<file path="config.mk">
export PLATFORM = sky130hd
export DESIGN_NAME = byte_stuffed_frame_encoder_unit
export DESIGN_NICKNAME = d
export VERILOG_FILES = /design/src/sv/bsfe_pkg.sv /design/src/sv/bsfe_front.sv /design/src/sv/bsfe_queue.sv /design/src/sv/bsfe_back.sv /design/src/sv/byte_stuffed_frame_encoder_unit.sv
export SDC_FILE = /design/constraint.sdc
export NUM_CORES = 1
export LEC_CHECK = 0
export ABC_AREA = 1
export ABC_CLOCK_PERIOD_IN_PS = 2900
export BUFFER_PORTS_ARGS = -buffer_cell sky130_fd_sc_hd__buf_4
export CAP_MARGIN = 10
export CORE_ASPECT_RATIO = 0.5
export CORE_UTILIZATION = 25
export DETAILED_ROUTE_END_ITERATION = 8
export HOLD_SLACK_MARGIN = 0.08
export SLEW_MARGIN = 20
export SYNTH_ARGS = -nofsm -noshare
export SYNTH_HDL_FRONTEND = slang
export SYNTH_SLANG_ARGS = --single-unit
</file>
<file path="constraint.sdc">
create_clock -name i_clk -period 2.9 [get_ports i_clk]
set_input_delay 0.145 -clock i_clk [delete_from_list [all_inputs] [get_ports i_clk]]
set_output_delay 0.145 -clock i_clk [all_outputs]
set_load 0.01 [all_outputs]
</file>
<file path="src/sv/bsfe_pkg.sv">
// ----------------------------------------------------------------------------
// bsfe_pkg
// shared types and constants for the byte stuffed frame encoder
// ----------------------------------------------------------------------------
`default_nettype none

package bsfe_pkg;

    // item operation codes
    localparam logic [1:0] OP_START = 2'd0;
    localparam logic [1:0] OP_DATA  = 2'd1;
    localparam logic [1:0] OP_END   = 2'd2;

    // line bytes with special meaning
    localparam logic [7:0] BYTE_START = 8'h42;
    localparam logic [7:0] BYTE_END   = 8'h69;
    localparam logic [7:0] BYTE_ESC   = 8'h7B;

    // escape codes following BYTE_ESC
    localparam logic [7:0] ESC_CODE_START = 8'd1;
    localparam logic [7:0] ESC_CODE_ESC   = 8'd2;
    localparam logic [7:0] ESC_CODE_END   = 8'd3;

    // default depth of the command queue between front and back
    localparam int QUEUE_DEPTH = 4;

    typedef struct packed {
        logic [1:0] op;
        logic [7:0] frame_kind;
        logic [7:0] sequence_number;
        logic [7:0] data_byte;
    } t_in_item;

    typedef struct packed {
        logic [7:0] line_byte;
        logic       run_last;
        logic       frame_done;
    } t_out_item;

    // one classified transaction: up to three line bytes
    typedef struct packed {
        logic [7:0] byte0;
        logic [7:0] byte1;
        logic [7:0] byte2;
        logic [1:0] last_idx;
        logic       is_end;
    } t_cmd;

endpackage

`default_nettype wire

</file>
<file path="src/sv/bsfe_front.sv">
// ----------------------------------------------------------------------------
// bsfe_front
// classifies input transactions, tracks frame state and checksum
// ----------------------------------------------------------------------------
`default_nettype none

module bsfe_front (
    input  wire               i_clk,
    input  wire               i_rst_n,
    input  wire               i_in_valid,
    output logic              o_in_ready,
    input  bsfe_pkg::t_in_item i_in_data,
    input  wire               i_queue_full,
    output logic              o_push,
    output bsfe_pkg::t_cmd    o_cmd
);

    logic [7:0] r_sum;
    logic       r_inside;
    logic [7:0] n_sum;
    logic       n_inside;
    logic       keep;
    logic [7:0] esc_code;
    logic       accept;

    assign o_in_ready = !i_queue_full;
    assign accept     = i_in_valid && !i_queue_full;
    assign o_push     = accept && keep;

    always_comb begin
        priority if (i_in_data.data_byte == bsfe_pkg::BYTE_START) begin
            esc_code = bsfe_pkg::ESC_CODE_START;
        end else if (i_in_data.data_byte == bsfe_pkg::BYTE_ESC) begin
            esc_code = bsfe_pkg::ESC_CODE_ESC;
        end else if (i_in_data.data_byte == bsfe_pkg::BYTE_END) begin
            esc_code = bsfe_pkg::ESC_CODE_END;
        end else begin
            esc_code = 8'd0;
        end
    end

    always_comb begin
        keep     = 1'b0;
        n_sum    = r_sum;
        n_inside = r_inside;
        o_cmd    = '0;
        unique case (i_in_data.op)
            bsfe_pkg::OP_START: begin
                keep           = 1'b1;
                o_cmd.byte0    = bsfe_pkg::BYTE_START;
                o_cmd.byte1    = i_in_data.frame_kind;
                o_cmd.byte2    = i_in_data.sequence_number;
                o_cmd.last_idx = 2'd2;
                n_sum          = i_in_data.frame_kind + i_in_data.sequence_number;
                n_inside       = 1'b1;
            end
            bsfe_pkg::OP_DATA: begin
                keep = r_inside;
                if (esc_code == 8'd0) begin
                    o_cmd.byte0    = i_in_data.data_byte;
                    o_cmd.last_idx = 2'd0;
                    n_sum          = r_sum + i_in_data.data_byte;
                end else begin
                    o_cmd.byte0    = bsfe_pkg::BYTE_ESC;
                    o_cmd.byte1    = esc_code;
                    o_cmd.last_idx = 2'd1;
                    n_sum          = r_sum + bsfe_pkg::BYTE_ESC + esc_code;
                end
            end
            bsfe_pkg::OP_END: begin
                keep           = r_inside;
                o_cmd.byte0    = r_sum;
                o_cmd.byte1    = bsfe_pkg::BYTE_END;
                o_cmd.last_idx = 2'd1;
                o_cmd.is_end   = 1'b1;
                n_inside       = 1'b0;
            end
            default: begin
                keep = 1'b0;
            end
        endcase
    end

    always_ff @(posedge i_clk) begin
        if (!i_rst_n) begin
            r_sum    <= 8'd0;
            r_inside <= 1'b0;
        end else if (o_push) begin
            r_sum    <= n_sum;
            r_inside <= n_inside;
        end
    end

endmodule

`default_nettype wire

</file>
<file path="src/sv/bsfe_queue.sv">
// ----------------------------------------------------------------------------
// bsfe_queue
// small command queue between front and back
// ----------------------------------------------------------------------------
`default_nettype none

module bsfe_queue #(
    parameter int DEPTH = bsfe_pkg::QUEUE_DEPTH
) (
    input  wire             i_clk,
    input  wire             i_rst_n,
    input  wire             i_push,
    input  bsfe_pkg::t_cmd  i_cmd,
    output logic            o_full,
    input  wire             i_pop,
    output logic            o_empty,
    output bsfe_pkg::t_cmd  o_head
);

    localparam int AW = (DEPTH > 1) ? $clog2(DEPTH) : 1;
    localparam int CW = $clog2(DEPTH + 1);

    bsfe_pkg::t_cmd r_mem [DEPTH];
    logic [AW-1:0]  r_wr_ptr;
    logic [AW-1:0]  r_rd_ptr;
    logic [CW-1:0]  r_count;

    function automatic logic [AW-1:0] ptr_next(input logic [AW-1:0] p);
        if (p == AW'(DEPTH - 1)) begin
            return '0;
        end
        return p + AW'(1);
    endfunction

    assign o_full  = (r_count == CW'(DEPTH));
    assign o_empty = (r_count == '0);
    assign o_head  = r_mem[r_rd_ptr];

    always_ff @(posedge i_clk) begin
        if (i_push) begin
            r_mem[r_wr_ptr] <= i_cmd;
        end
    end

    always_ff @(posedge i_clk) begin
        if (!i_rst_n) begin
            r_wr_ptr <= '0;
            r_rd_ptr <= '0;
            r_count  <= '0;
        end else begin
            if (i_push) begin
                r_wr_ptr <= ptr_next(r_wr_ptr);
            end
            if (i_pop) begin
                r_rd_ptr <= ptr_next(r_rd_ptr);
            end
            if (i_push && !i_pop) begin
                r_count <= r_count + CW'(1);
            end else if (i_pop && !i_push) begin
                r_count <= r_count - CW'(1);
            end
        end
    end

endmodule

`default_nettype wire

</file>
<file path="src/sv/bsfe_back.sv">
// ----------------------------------------------------------------------------
// bsfe_back
// serializes queued commands into line bytes through an output register
// ----------------------------------------------------------------------------
`default_nettype none

module bsfe_back (
    input  wire                i_clk,
    input  wire                i_rst_n,
    input  wire                i_empty,
    input  bsfe_pkg::t_cmd     i_head,
    output logic               o_pop,
    output logic               o_out_valid,
    input  wire                i_out_ready,
    output bsfe_pkg::t_out_item o_out_data
);

    logic [1:0]          r_idx;
    logic                r_valid;
    bsfe_pkg::t_out_item r_out;
    logic                load;
    logic                last;
    logic [7:0]          sel_byte;

    assign load = !i_empty && (!r_valid || i_out_ready);
    assign last = (r_idx == i_head.last_idx);
    assign o_pop = load && last;

    always_comb begin
        unique case (r_idx)
            2'd0:    sel_byte = i_head.byte0;
            2'd1:    sel_byte = i_head.byte1;
            default: sel_byte = i_head.byte2;
        endcase
    end

    always_ff @(posedge i_clk) begin
        if (!i_rst_n) begin
            r_idx   <= 2'd0;
            r_valid <= 1'b0;
        end else begin
            if (load) begin
                r_valid <= 1'b1;
                r_idx   <= last ? 2'd0 : r_idx + 2'd1;
            end else if (i_out_ready) begin
                r_valid <= 1'b0;
            end
        end
    end

    always_ff @(posedge i_clk) begin
        if (load) begin
            r_out.line_byte  <= sel_byte;
            r_out.run_last   <= last;
            r_out.frame_done <= last && i_head.is_end;
        end
    end

    assign o_out_valid = r_valid;
    assign o_out_data  = r_out;

endmodule

`default_nettype wire

</file>
<file path="src/sv/byte_stuffed_frame_encoder_unit.sv">
// ----------------------------------------------------------------------------
// byte_stuffed_frame_encoder_unit
// frame encoder with byte stuffing and an 8-bit additive checksum
// ----------------------------------------------------------------------------
//
//  channel   direction  handshake                 payload
//  in        input      i_in_valid / o_in_ready   i_in_data  (t_in_item)
//  out       output     o_out_valid / i_out_ready o_out_data (t_out_item)
//
//  one line byte per cycle leaves the output register while i_out_ready is
//  high; an item makes 1 to 3 line bytes there (start 3, escaped data 2,
//  plain data 1, end 2), set by the single byte lane of the back serializer
//  the front takes one transaction per cycle while the queue has room, so
//  dropped items and short items overlap with longer ones still draining
//  synchronous active-low reset empties the queue and closes any frame
//  a stall on the output only backs up the queue; the input stalls when full
// ----------------------------------------------------------------------------
`default_nettype none

module byte_stuffed_frame_encoder_unit #(
    parameter int QUEUE_DEPTH = bsfe_pkg::QUEUE_DEPTH
) (
    input  wire                 i_clk,
    input  wire                 i_rst_n,
    // input transactions
    input  wire                 i_in_valid,
    output logic                o_in_ready,
    input  bsfe_pkg::t_in_item  i_in_data,
    // line byte transactions
    output logic                o_out_valid,
    input  wire                 i_out_ready,
    output bsfe_pkg::t_out_item o_out_data
);

    // front to queue
    logic           push;
    bsfe_pkg::t_cmd push_cmd;
    logic           queue_full;

    // queue to back
    logic           pop;
    logic           queue_empty;
    bsfe_pkg::t_cmd head_cmd;

    // front: classify, escape, keep the running checksum and frame state
    bsfe_front u_front (
        .i_clk        (i_clk),
        .i_rst_n      (i_rst_n),
        .i_in_valid   (i_in_valid),
        .o_in_ready   (o_in_ready),
        .i_in_data    (i_in_data),
        .i_queue_full (queue_full),
        .o_push       (push),
        .o_cmd        (push_cmd)
    );

    // decoupling queue of classified commands
    bsfe_queue #(
        .DEPTH (QUEUE_DEPTH)
    ) u_queue (
        .i_clk   (i_clk),
        .i_rst_n (i_rst_n),
        .i_push  (push),
        .i_cmd   (push_cmd),
        .o_full  (queue_full),
        .i_pop   (pop),
        .o_empty (queue_empty),
        .o_head  (head_cmd)
    );

    // back: walk the bytes of the head command into the output register
    bsfe_back u_back (
        .i_clk       (i_clk),
        .i_rst_n     (i_rst_n),
        .i_empty     (queue_empty),
        .i_head      (head_cmd),
        .o_pop       (pop),
        .o_out_valid (o_out_valid),
        .i_out_ready (i_out_ready),
        .o_out_data  (o_out_data)
    );

endmodule

`default_nettype wire

</file>
-- Word level (Yosys, flattened, before mapping)
Memory sizes are Yosys's and may differ from the RTL's. A register that Yosys moved wholly into a read port is not among the register bits.
Cells that the tools add are included.
- memories kept: 1
- word-level logic and storage cells: 88
- bits in registers: 29
- memory bits (writable): 108
- memories (name ; depth ; bits a word ; read ports ; clocked after Yosys merged registers in ; write ports ; RTL line ; RTL):
    u_queue.r_mem ; 4 ; 27 ; 1 ; 1 ; 1 ; bsfe_queue.sv:23 ; bsfe_pkg::t_cmd r_mem [DEPTH];
- add/subtract/negate cells: 9
- equality and inequality tests: 10
- reductions and logical operators: 24
- muxes and demuxes: 34
- operator list (operator ; number):
    $mux 8 ; 6
    $pmux 16 s3 ; 1
    $pmux 8 s2 ; 2
    $add 8x8->8 ; 3
    $eq 8x7->1 const B ; 3
    $mux 2 ; 8
    $mux 1 ; 12
    $add 8x7->8 const B ; 1
    $logic_not 8->1 ; 1
    $reduce_bool 2->1 ; 4
    $logic_and 1x1->1 ; 7
    $add 2x1->2 const B ; 3
    $eq 2x2->1 const B ; 3
    $mux 3 ; 2
    $pmux 2 s3 ; 1
    $logic_not 1->1 ; 5
    $eq 2x1->1 const B ; 2
    $logic_not 2->1 ; 2
    $pmux 1 s2 ; 2
    $reduce_and 2->1 ; 2
    $add 3x1->3 const B ; 1
    $eq 3x3->1 const B ; 1
    $logic_not 3->1 ; 1
    $sub 3x1->3 const B ; 1
    3 further kinds ; 3

-- Logic depth before layout (Yosys ltp)
Gate-level depths: netlist of run 1.
- word-level depth: 9
- mapped depth: 22
- gate-level depth less buffers: 22

-- Cells and area by module
From an unflattened synthesis of run 1, not the netlist that was laid out.
- cells, all modules: 709
- area total of the unflattened synthesis: 7163.1 um^2
- modules (own cells, without submodules) (module ; area an instance (um^2) ; cells each ; seq. area each (um^2) ; instances):
    bsfe_queue ; 4510.6 ; 320 ; 3423.3 ; 1
    bsfe_front ; 1964.4 ; 317 ; 180.2 ; 1
    bsfe_back ; 688.2 ; 72 ; 360.3 ; 1

-- Worst setup path after synthesis of run 1
Ideal clock, no wire load.
- kind: in2reg
- start point: input port i_in_data[25] (netlist name)
- end point: memory u_queue.r_mem[0][0] (netlist name) (enable)
- arrival time: 2.024 ns
- path slack: 0.465 ns
- buffers on the path: 1
- cell stages on the path: 7
- cell sequence: inv_1 -> ha_1 -> buf_6 -> inv_4 -> nand2_4 -> nand3_4 -> nor2_1
- longest elaborated chain between the ends: 6
- elaborated cells between the ends (all ways): 8
- classes of those cells: 2 x eq/ne; 3 x mux; 3 x reduce/logical
- RTL lines (what ; RTL line ; RTL):
    from (decl) ; byte_stuffed_frame_encoder_unit.sv:28 ; input bsfe_pkg::t_in_item i_in_data,
    $eq 2x1->1 or $eq 2x2->1 (tied branches) ; bsfe_front.sv:47 ; unique case (i_in_data.op)
    $reduce_or 2->1 (no source line) ; - ;
    $pmux 1 s2 (*) ; bsfe_front.sv:47 ;
    $logic_and 1x1->1 (*) ; bsfe_front.sv:28 ; assign o_push = accept && keep;
    $mux 1 (*) ; bsfe_queue.sv:40 ; if (i_push) begin
    $mux 1 (implied by the code) (*) ; bsfe_queue.sv:41 ; r_mem[r_wr_ptr] <= i_cmd;
    to (decl) ; bsfe_queue.sv:23 ;
Mark *: on every way between the ends. The rest lies on a longest branch, timed or not.

==> out/metrics.yaml, run 1 <==
htreeDepth: 4
io_pins: 42
hold_viol_final: 0
die_w_um: 240
port_buffers: 41
cp.required_ps: 3200
setup-violations-final: 0
num_rows: 43
grt_usage: 0.126
nets: 867
post-route-drc-count: 0
powerDensity_mw_per_mm2: 758
fillers: 2866
via_per_inst: 4.48
ys_seq_area_frac: 0.562
totalWireLength_mm: 17.4
area.growth.synth_to_final_pct: 19.2
ir_drop_mv: 0.354
hold_path_end: "u_queue.r_mem[2][3]"
clock-skew-final_ps: 5.12
drt.antenna.violating_nets: 0
r2r_cells: 14
synth_fp_nets: 816
first_pass_iters: 7
start_util: 0.255
final_common_cell: "nand2_1"
diodes: 0
dp.cells: 1157
gp_congestion: 0.814
arrival_ps: 2790
post-route-period-util: 0.859
cts_buffer_depth: 2
post_cts_buffers: 0
clock_latency_ps: 420
syn-cell-area_mm2: 0.00706
cp-end-kind: "register"
holdCritPathClass: "in2reg"
grt_pass1_vias: 5288
crit_path_max_incr_delay_ps: 390
avgSynthCellArea_um2: 9.44
antenna_found_initial: 0
hpwl_mm: 12.0
drv_cap: 0
grt_pass1_wl_mm: 28.0
post-route-util: 0.304
cp_slowest_cell: "inv_4"
min_delay_path_depth: 3
grt_max_degree: 55
fin_ws_ps: 408
final_cell_mix: "nand2_1, edfxtp_1, inv_1"
tns_ps: 0
start_kind: "register"
max_freq_mhz: 401
post_drt_wl_per_cell_um: 14.6
slew-limit-headroom: 0.503
path_clk_slew_ps: 60
vias: 5344
r2r_setup_slack_ps: 410
die_h_um: 121
overflow: 0
cts_tree: "done"
yosys_warnings: 0
synth_cells: 748
pre_cts_slack_ps: 417
cts_num_sinks: 139
numCtsBuffers: 17
drive_above_1_share: 0.122
status: "complete, no violations"
final_cells: 1194
worstHoldStart: "i_in_data[8]"
p_leak_uw: 0.00349
ys_types: 34
period_needed_ps: 2490
timing.rr.end: "u_queue.r_count[2]"
path_max_fanout: 54
slew_viol_final: 0
drt_iter0_markers: 453
synth_seq_cells: 139
core_area_mm2: 0.0277
crit_chain: "inv_4 > nand2_1 > nand3_1 > nand3_1 > nand2_1 > inv_1 > nand3_2 > ha_1 > inv_1 > fa_1 > a21oi_1 > o21ai_0 > o21ai_0 > a21oi_1"
die-area_mm2: 0.0290
cts_root_buffer: "clkbuf_16"
tightest_slew_ps: 743
worstSetupPathType: "reg2reg"
rsz0062_at_grt: "false"
[cell type report]
class / instances / area, um2 / share of cell area
well taps: 382 / 478 / 0.0568
flip-flops and latches: 139 / 3960 / 0.471
repair buffers: 59 / 455 / 0.0541
clock buffers: 21 / 440 / 0.0523
inverters: 103 / 397 / 0.0471
multi-input cells: 479 / 2580 / 0.306
clock inverters: 11 / 103 / 0.0122
[cell usage after synthesis (all sizes together)]
library cell / number / share of area
a211oi: 1 / 0.0011
a21o: 1 / 0.0011
a21oi: 39 / 0.028
a31o: 1 / 0.0012
a31oi: 1 / 0.0018
buf: 7 / 0.0080
clkbuf: 20 / 0.011
clkinv: 1 / 0.00053
dfxtp: 21 / 0.060
edfxtp: 118 / 0.50
fa: 4 / 0.011
ha: 34 / 0.060
inv: 102 / 0.056
nand2: 153 / 0.083
nand3: 49 / 0.039
nand3b: 3 / 0.0032
nand4: 5 / 0.0044
nor2: 78 / 0.041
o21ai: 75 / 0.055
o22ai: 25 / 0.022
o31ai: 1 / 0.0011
or2: 1 / 0.00089
xnor2: 3 / 0.0037
xor2: 5 / 0.0062
[where the power goes]
group	total (uW)	internal [uW]	switching, uW
sequential	2520	2410	107
combinational	1850	640	1210
clock	2000	1240	759
[worst max-delay path, delay by kind of cell, from the launching register on]
| kind | cells | cell delay [ps] |
|---|---|---|
| simple gates | 5 | 520 |
| compound gates | 4 | 470 |
| flops | 1 | 330 |
| fa+ha+maj | 2 | 540 |
| buf+inv | 3 | 510 |
[stage by stage]
stage                     power, uW  hold slack, ps  area, um2
final                          6370             111       8410
after global routing           6740             112       8410
after CTS                      6430            86.1       8410
after detailed placement       4430             485       7820
after global placement         4390             480       7820
after floorplan                3740             283       7060
[registers in the layout, indices dropped and copies added, names as in the netlist, named ones only]
signal,cells
u_back.o_out_data,10
u_back.o_out_valid,1
u_back.r_idx,2
u_front.r_inside,1
u_front.r_sum,8
u_queue.r_count,3
u_queue.r_mem,108
u_queue.r_rd_ptr,2
u_queue.r_wr_ptr,2
[logic make-up after synthesis]
logic type | Yosys count | share of synthesized area
XOR/XNOR | 8 | 0.00993
AND/OR/NAND/NOR | 289 | 0.171
AO/OA/AOI/OAI | 144 | 0.111
flip-flops | 139 | 0.562
buffers and inverters | 130 | 0.0748
adder cells (fa/ha/maj) | 38 | 0.0716
[per-layer routing]
metal	vias to the layer above	wire length, um	global-route usage
met2	159	8280	0.208
met1	2531	7730	0.160
met5	-	0	0
li1	2625	-	-
met4	0	382	0.0501
met3	29	1020	0.0272
[worst max path at each step]
stage,from,endpoint,slack [ps],depth (start not counted)
after floorplan,i_in_data[25],u_queue.r_mem[0][0],470,7
after global placement,register,u_queue.r_count[2],490,14
after detailed placement,register,u_queue.r_count[2],420,14
after CTS,register,u_queue.r_count[2],410,14
after global routing,register,u_queue.r_count[2],110,14
final,register,u_queue.r_count[2],410,14
[timing repair]
| action | in CTS | in global routing |
|---|---|---|
| resized for setup | 0 | 0 |
| hold buffers | 5 | 0 |
| hold endpoints to repair | 25 | 0 |
(Power assumes the default switching activity.)
==> inputs of run 2 (changes only) <==
--- a/config.mk
+++ b/config.mk
@@ -13,7 +13,9 @@
 export CORE_UTILIZATION = 25
 export DETAILED_ROUTE_END_ITERATION = 8
 export HOLD_SLACK_MARGIN = 0.08
+export MAX_ROUTING_LAYER = met4
 export SLEW_MARGIN = 20
 export SYNTH_ARGS = -nofsm -noshare
 export SYNTH_HDL_FRONTEND = slang
+export SYNTH_HIERARCHICAL = 1
 export SYNTH_SLANG_ARGS = --single-unit
==> run 2 against run 1 <==
  * Maximum frequency is 3.4% lower
  * Total power is 5.0% higher
  * Die area is 1.5% higher
  * Critical path depth is 1 higher
  * Sequential share of layout area is 0.46 points lower
  * Clock power is 15% higher
  * Design area is 0.98% higher
  * Hold slack worse by 13 ps
  * Critical path type unchanged
  * Largest power group unchanged
==> out/metrics.yaml, run 2 <==
status: "complete, no violations"
syn-cell-area_mm2: 0.00716
clock_latency_ps: 420
die_w_um: 241
slew-limit-headroom: 0.413
grt_pass1_wl_mm: 26.9
clock-skew-final_ps: 9.36
cts_root_buffer: "clkbuf_16"
critical_path.top_delay_family: "adder cells"
synthTopCellsByCount: "edfxtp_1, nand2_1, nor2_1, inv_1, o21ai_0"
area.growth.synth_to_final_pct: 18.6
start_kind: "register"
avgSynthCellArea_um2: 10.1
cts.repair.resized: 0
holdCritPathClass: "in2reg"
fin_ws_ps: 319
cp_slowest_cell: "dfxtp_1"
hold_viol_final: 0
tightest_slew_ps: 877
drt.antenna.violating_nets: 0
ir_drop_mv: 0.368
synth_edf_count: 118
crit_chain: "o21ai_0 > o22ai_1 > inv_1 > nand2_2 > nand2_2 > nand3_2 > inv_1 > inv_1 > ha_1 > inv_1 > fa_1 > nand2_1 > nand4_1 > nand2_1 > nor2_1"
io_pins: 42
via_per_inst: 4.50
num_rows: 43
crit_path_max_incr_delay_ps: 540
path_clk_slew_ps: 60
yosys_warnings: 6
grt_max_degree: 51
slew_viol_final: 0
post-route-drc-count: 0
async_reset_ff_frac: 0
numCtsBuffers: 17
worstSetupPathType: "reg2reg"
antenna_found_initial: 1
synth.area.top_cells: "edfxtp_1, ha_1, dfxtp_1"
period_needed_ps: 2580
post_drt_wl_per_cell_um: 15.1
synth_ff_type: "edfxtp_1"
port_buffers: 41
post_cts_buffers: 0
post-route-period-util: 0.890
diodes: 0
pre_cts_slack_ps: 317
drive_above_1_share: 0.154
p_leak_uw: 0.00341
hpwl_mm: 12.4
core_area_mm2: 0.0279
first_pass_iters: 5
powerDensity_mw_per_mm2: 787
synth_seq_cells: 139
ys_seq_area_frac: 0.553
overflow: 0
yosys.cell_count.top_type: "edfxtp_1"
rsz0062_at_grt: "false"
cts_buffer_depth: 2
max_freq_mhz: 387
final_cell_mix: "edfxtp_1, nand2_1, nor2_1"
setup-violations-final: 0
final_common_cell: "edfxtp_1"
die_h_um: 122
htreeDepth: 4
crit_top_cell: "inv_1"
gp_congestion: 0.888
drv_cap: 0
cp-end-kind: "register"
arrival_ps: 2890
synth_top_area_share: 0.495
cts_tree: "done"
totalWireLength_mm: 17.5
tns_ps: 0
grt_usage: 0.127
vias: 5203
die-area_mm2: 0.0294
fillers: 2855
largest_register: "u_queue/r_mem"
ys_types: 48
drt_iter0_markers: 360
cp.required_ps: 3210
synth_cells: 709
path_max_fanout: 7
grt_pass1_vias: 4945
synth_fp_nets: 777
critPathBufInv: 4
start_util: 0.257
largest_reg_flops: 108
nets: 830
cts_num_sinks: 139
synth_top_area_cell: "edfxtp_1"
[run 2: changes by cell type in the layout (fill, tap and decap cells not counted), sizes merged, moves of 7 or more]
cell	previous run	this run
nor2	78	94
a22oi	0	8
o22ai	25	32
nand2	153	118
nand3	49	23
inv	102	86
[run 2: path summary, 6_finish.rpt]
kind	from	endpoint	slack (ps)	cells past startpoint
worst min register to register	u_queue/r_wr_ptr[1]	u_queue/r_wr_ptr[1]	530	2
worst max register to register	register	u_queue/r_count[2]	320	15
worst max-delay path	register	u_queue/r_count[2]	320	15
worst min-delay path	i_in_data[15]	u_queue/r_mem[1][10]	100	3
[run 2: timing repair]
| item | 4_1_cts | 5_1_grt |
|---|---|---|
| endpoints found under the hold margin | 11 | 0 |
| hold buffers | 4 | 0 |
| endpoints found under the setup margin | 0 | 0 |
[run 2: cell type report]
class | instances | area, um2 | area share
Tap cell | 382 | 478 | 0.0563
Inverter | 87 | 347 | 0.0408
Sequential cell | 139 | 3960 | 0.466
Multi-Input combinational cell | 458 | 2620 | 0.309
Clock inverter | 13 | 199 | 0.0234
Clock buffer | 19 | 433 | 0.0509
Timing Repair Buffer | 59 | 453 | 0.0533
[run 2: cells by family after synthesis]
logic type               count (synthesis)  synth area share
AND/OR/NAND/NOR                        249             0.151
AO/OA/AOI/OAI                          160             0.131
flip-flops                             139             0.553
buffers and inverters                  112            0.0803
adder cells (fa/ha/maj)                 38            0.0706
XOR/XNOR                                11            0.0134
[run 2: power by group]
group	leakage, uW	switching, uW	internal [uW]
sequential	0.00126	103	2410
clock	0.000310	782	1520
combinational	0.00184	1210	670
[run 2: through the flow]
stage	instances	hold WS, ps	area, um2	power [uW]	util
2_1_floorplan	709	266	7160	3880	-
5_1_grt	1157	104	8500	7070	0.304
3_5_place_dp	1121	491	7830	4470	0.280
4_1_cts	1157	86.1	8500	6770	0.304
3_3_place_gp	1121	475	7830	4410	0.280
6_report	1157	98.0	8500	6690	0.304
[run 2: tightest hold or removal path: stages]
cell and delay, ps:
buf_4 90, nand2_1 50, inv_1 100
[run 2: routing by layer]
| layer | GRT usage | share of wire |
|---|---|---|
| met5 | - | 0 |
| met4 | 0.0419 | 0.017 |
| met3 | 0.0338 | 0.054 |
| met2 | 0.199 | 0.47 |
| met1 | 0.159 | 0.46 |
==> inputs of run 3 (changes only) <==
--- a/config.mk
+++ b/config.mk
@@ -14,6 +14,7 @@
 export DETAILED_ROUTE_END_ITERATION = 8
 export HOLD_SLACK_MARGIN = 0.08
 export MAX_ROUTING_LAYER = met4
+export REMOVE_ABC_BUFFERS = 1
 export SLEW_MARGIN = 20
 export SYNTH_ARGS = -nofsm -noshare
 export SYNTH_HDL_FRONTEND = slang
==> run 3 against run 2 <==
  * Non-clock buffer count stayed put
  * Total power is 2.1% lower
  * Clock skew is 2.4 ps lower
  * Combinational power hardly changed
==> out/metrics.yaml, run 3 (synthesis results as in run 2) <==
path_max_fanout: 16
htreeDepth: 4
drive_above_1_share: 0.150
worstSetupPathType: "reg2reg"
period_needed_ps: 2500
ff_latch_area_mm2: 0.00397
grt_pass1_wl_mm: 26.9
cts_root_buffer: "clkbuf_16"
clock-skew-final_ps: 7.00
hold_viol_final: 0
pwr-share-clk: 0.333
pre_cts_slack_ps: 268
die_h_um: 122
hpwl_mm: 11.7
place_area_mm2: 0.00783
core_area_mm2: 0.0279
start_kind: "register"
diodes: 0
final_cells: 1157
multi_input_area_mm2: 0.00262
cp_slowest_cell: "fa_1"
p_leak_uw: 0.00338
post-route-drc-count: 0
vias: 5106
io_pins: 42
drv_cap: 0
start_util: 0.257
numCtsBuffers: 17
post_cts_buffers: 0
final_common_cell: "edfxtp_1"
nets: 830
max_freq_mhz: 400
fillers: 2843
crit_top_cell: "inv_1"
pwr-share-comb: 0.283
via_per_inst: 4.41
largest_reg_flops: 108
fin_ws_ps: 402
setup-violations-final: 0
grt_usage: 0.126
cts_buffer_depth: 2
cp-end-kind: "register"
powerDensity_mw_per_mm2: 774
slew-limit-headroom: 0.538
final_cell_mix: "edfxtp_1, nand2_1, nor2_1"
antenna_found_initial: 0
die_w_um: 241
tightest_slew_ps: 691
path_clk_slew_ps: 50
post-route-period-util: 0.861
die-area_mm2: 0.0294
total_power_uw: 6550
gp_congestion: 0.833
internal_power_uw: 4500
final_area_mm2: 0.00846
num_rows: 43
holdCritPathClass: "in2reg"
rsz0062_at_grt: "false"
ir_drop_mv: 0.456
cts_tree: "done"
grt_pass1_vias: 5054
clock_latency_ps: 410
port_buffers: 41
area.growth.synth_to_final_pct: 18.1
switching_share: 0.313
grt_max_degree: 49
dp.cells: 1121
switchingPower_uw: 2050
cp.required_ps: 3210
drt_iter0_markers: 413
status: "complete, no violations"
crit_path_max_incr_delay_ps: 440
crit_chain: "buf_4 > clkinv_4 > o21ai_1 > o22ai_1 > nand2_1 > nand2_2 > nand3_2 > inv_1 > inv_1 > ha_1 > inv_1 > fa_1 > inv_1 > nand2_1 > nand3_1 > nand2_1 > inv_1 > nor2_1"
post_drt_wl_per_cell_um: 14.8
totalWireLength_mm: 17.1
arrival_ps: 2810
share_seq_of_total_power: 0.384
overflow: 0
slew_viol_final: 0
cts_num_sinks: 139
largest_register: "u_queue/r_mem"
first_pass_iters: 4
drt.antenna.violating_nets: 0
==> run 3: routing by layer <==
layer	wire length, um	GRT usage	vias up	share of wire
li1	-	-	2551	-
met1	7660	0.151	2427	0.45
met2	8390	0.209	109	0.49
met3	782	0.0276	19	0.046
met4	307	0.0423	0	0.018
met5	0	-	-	0
==> run 3: critical path, delay by kind of cell (launching register included) <==
family,cells,cell delay [ps]
compound gates,2,180
flops,1,420
buf+inv,7,700
simple gates,7,480
fa+ha+maj,2,620
==> run 3: final cells by class <==
class	count	share of cell area
Multi-Input combinational cell	458	0.310
Clock buffer	23	0.0530
Clock inverter	9	0.0172
Tap cell	382	0.0565
Inverter	87	0.0410
Timing Repair Buffer	59	0.0535
Sequential cell	139	0.469
==> run 3: per-stage QoR <==
stage                     utilization  hold slack [ps]  setup TNS (ps)
after floorplan                     -              266            -231
after global placement          0.280              480               0
after detailed placement        0.280              491               0
after CTS                       0.303             91.1               0
after global routing            0.303              102               0
final                           0.303              105               0
==> run 3: repair_timing <==
action / CTS / global route
hold buffers: 4 / 0
resized for setup: 0 / 0
endpoints found under the hold margin: 12 / 0
==> run 3: power groups by stage <==
| stage | combinational (uW) | clock (uW) | sequential (uW) |
|---|---|---|---|
| 6_report | 1850 | 2180 | 2510 |
| 2_1_floorplan | 1080 | 0 | 2630 |
| 5_1_grt | 2080 | 2300 | 2530 |
| 4_1_cts | 1880 | 2210 | 2520 |
| 3_3_place_gp | 1820 | 0 | 2550 |
| 3_5_place_dp | 1870 | 0 | 2560 |
==> run 3: path summary, 6_finish.rpt <==
kind | start | end | slack, ps | depth (start not counted)
worst max-delay path | register | u_queue/r_count[2] | 400 | 18
worst min-delay path | i_in_data[14] | u_queue/r_mem[0][9] | 110 | 3
worst max register to register | register | u_queue/r_count[2] | 400 | 18
worst min register to register | u_queue/r_wr_ptr[1] | u_queue/r_wr_ptr[1] | 520 | 2
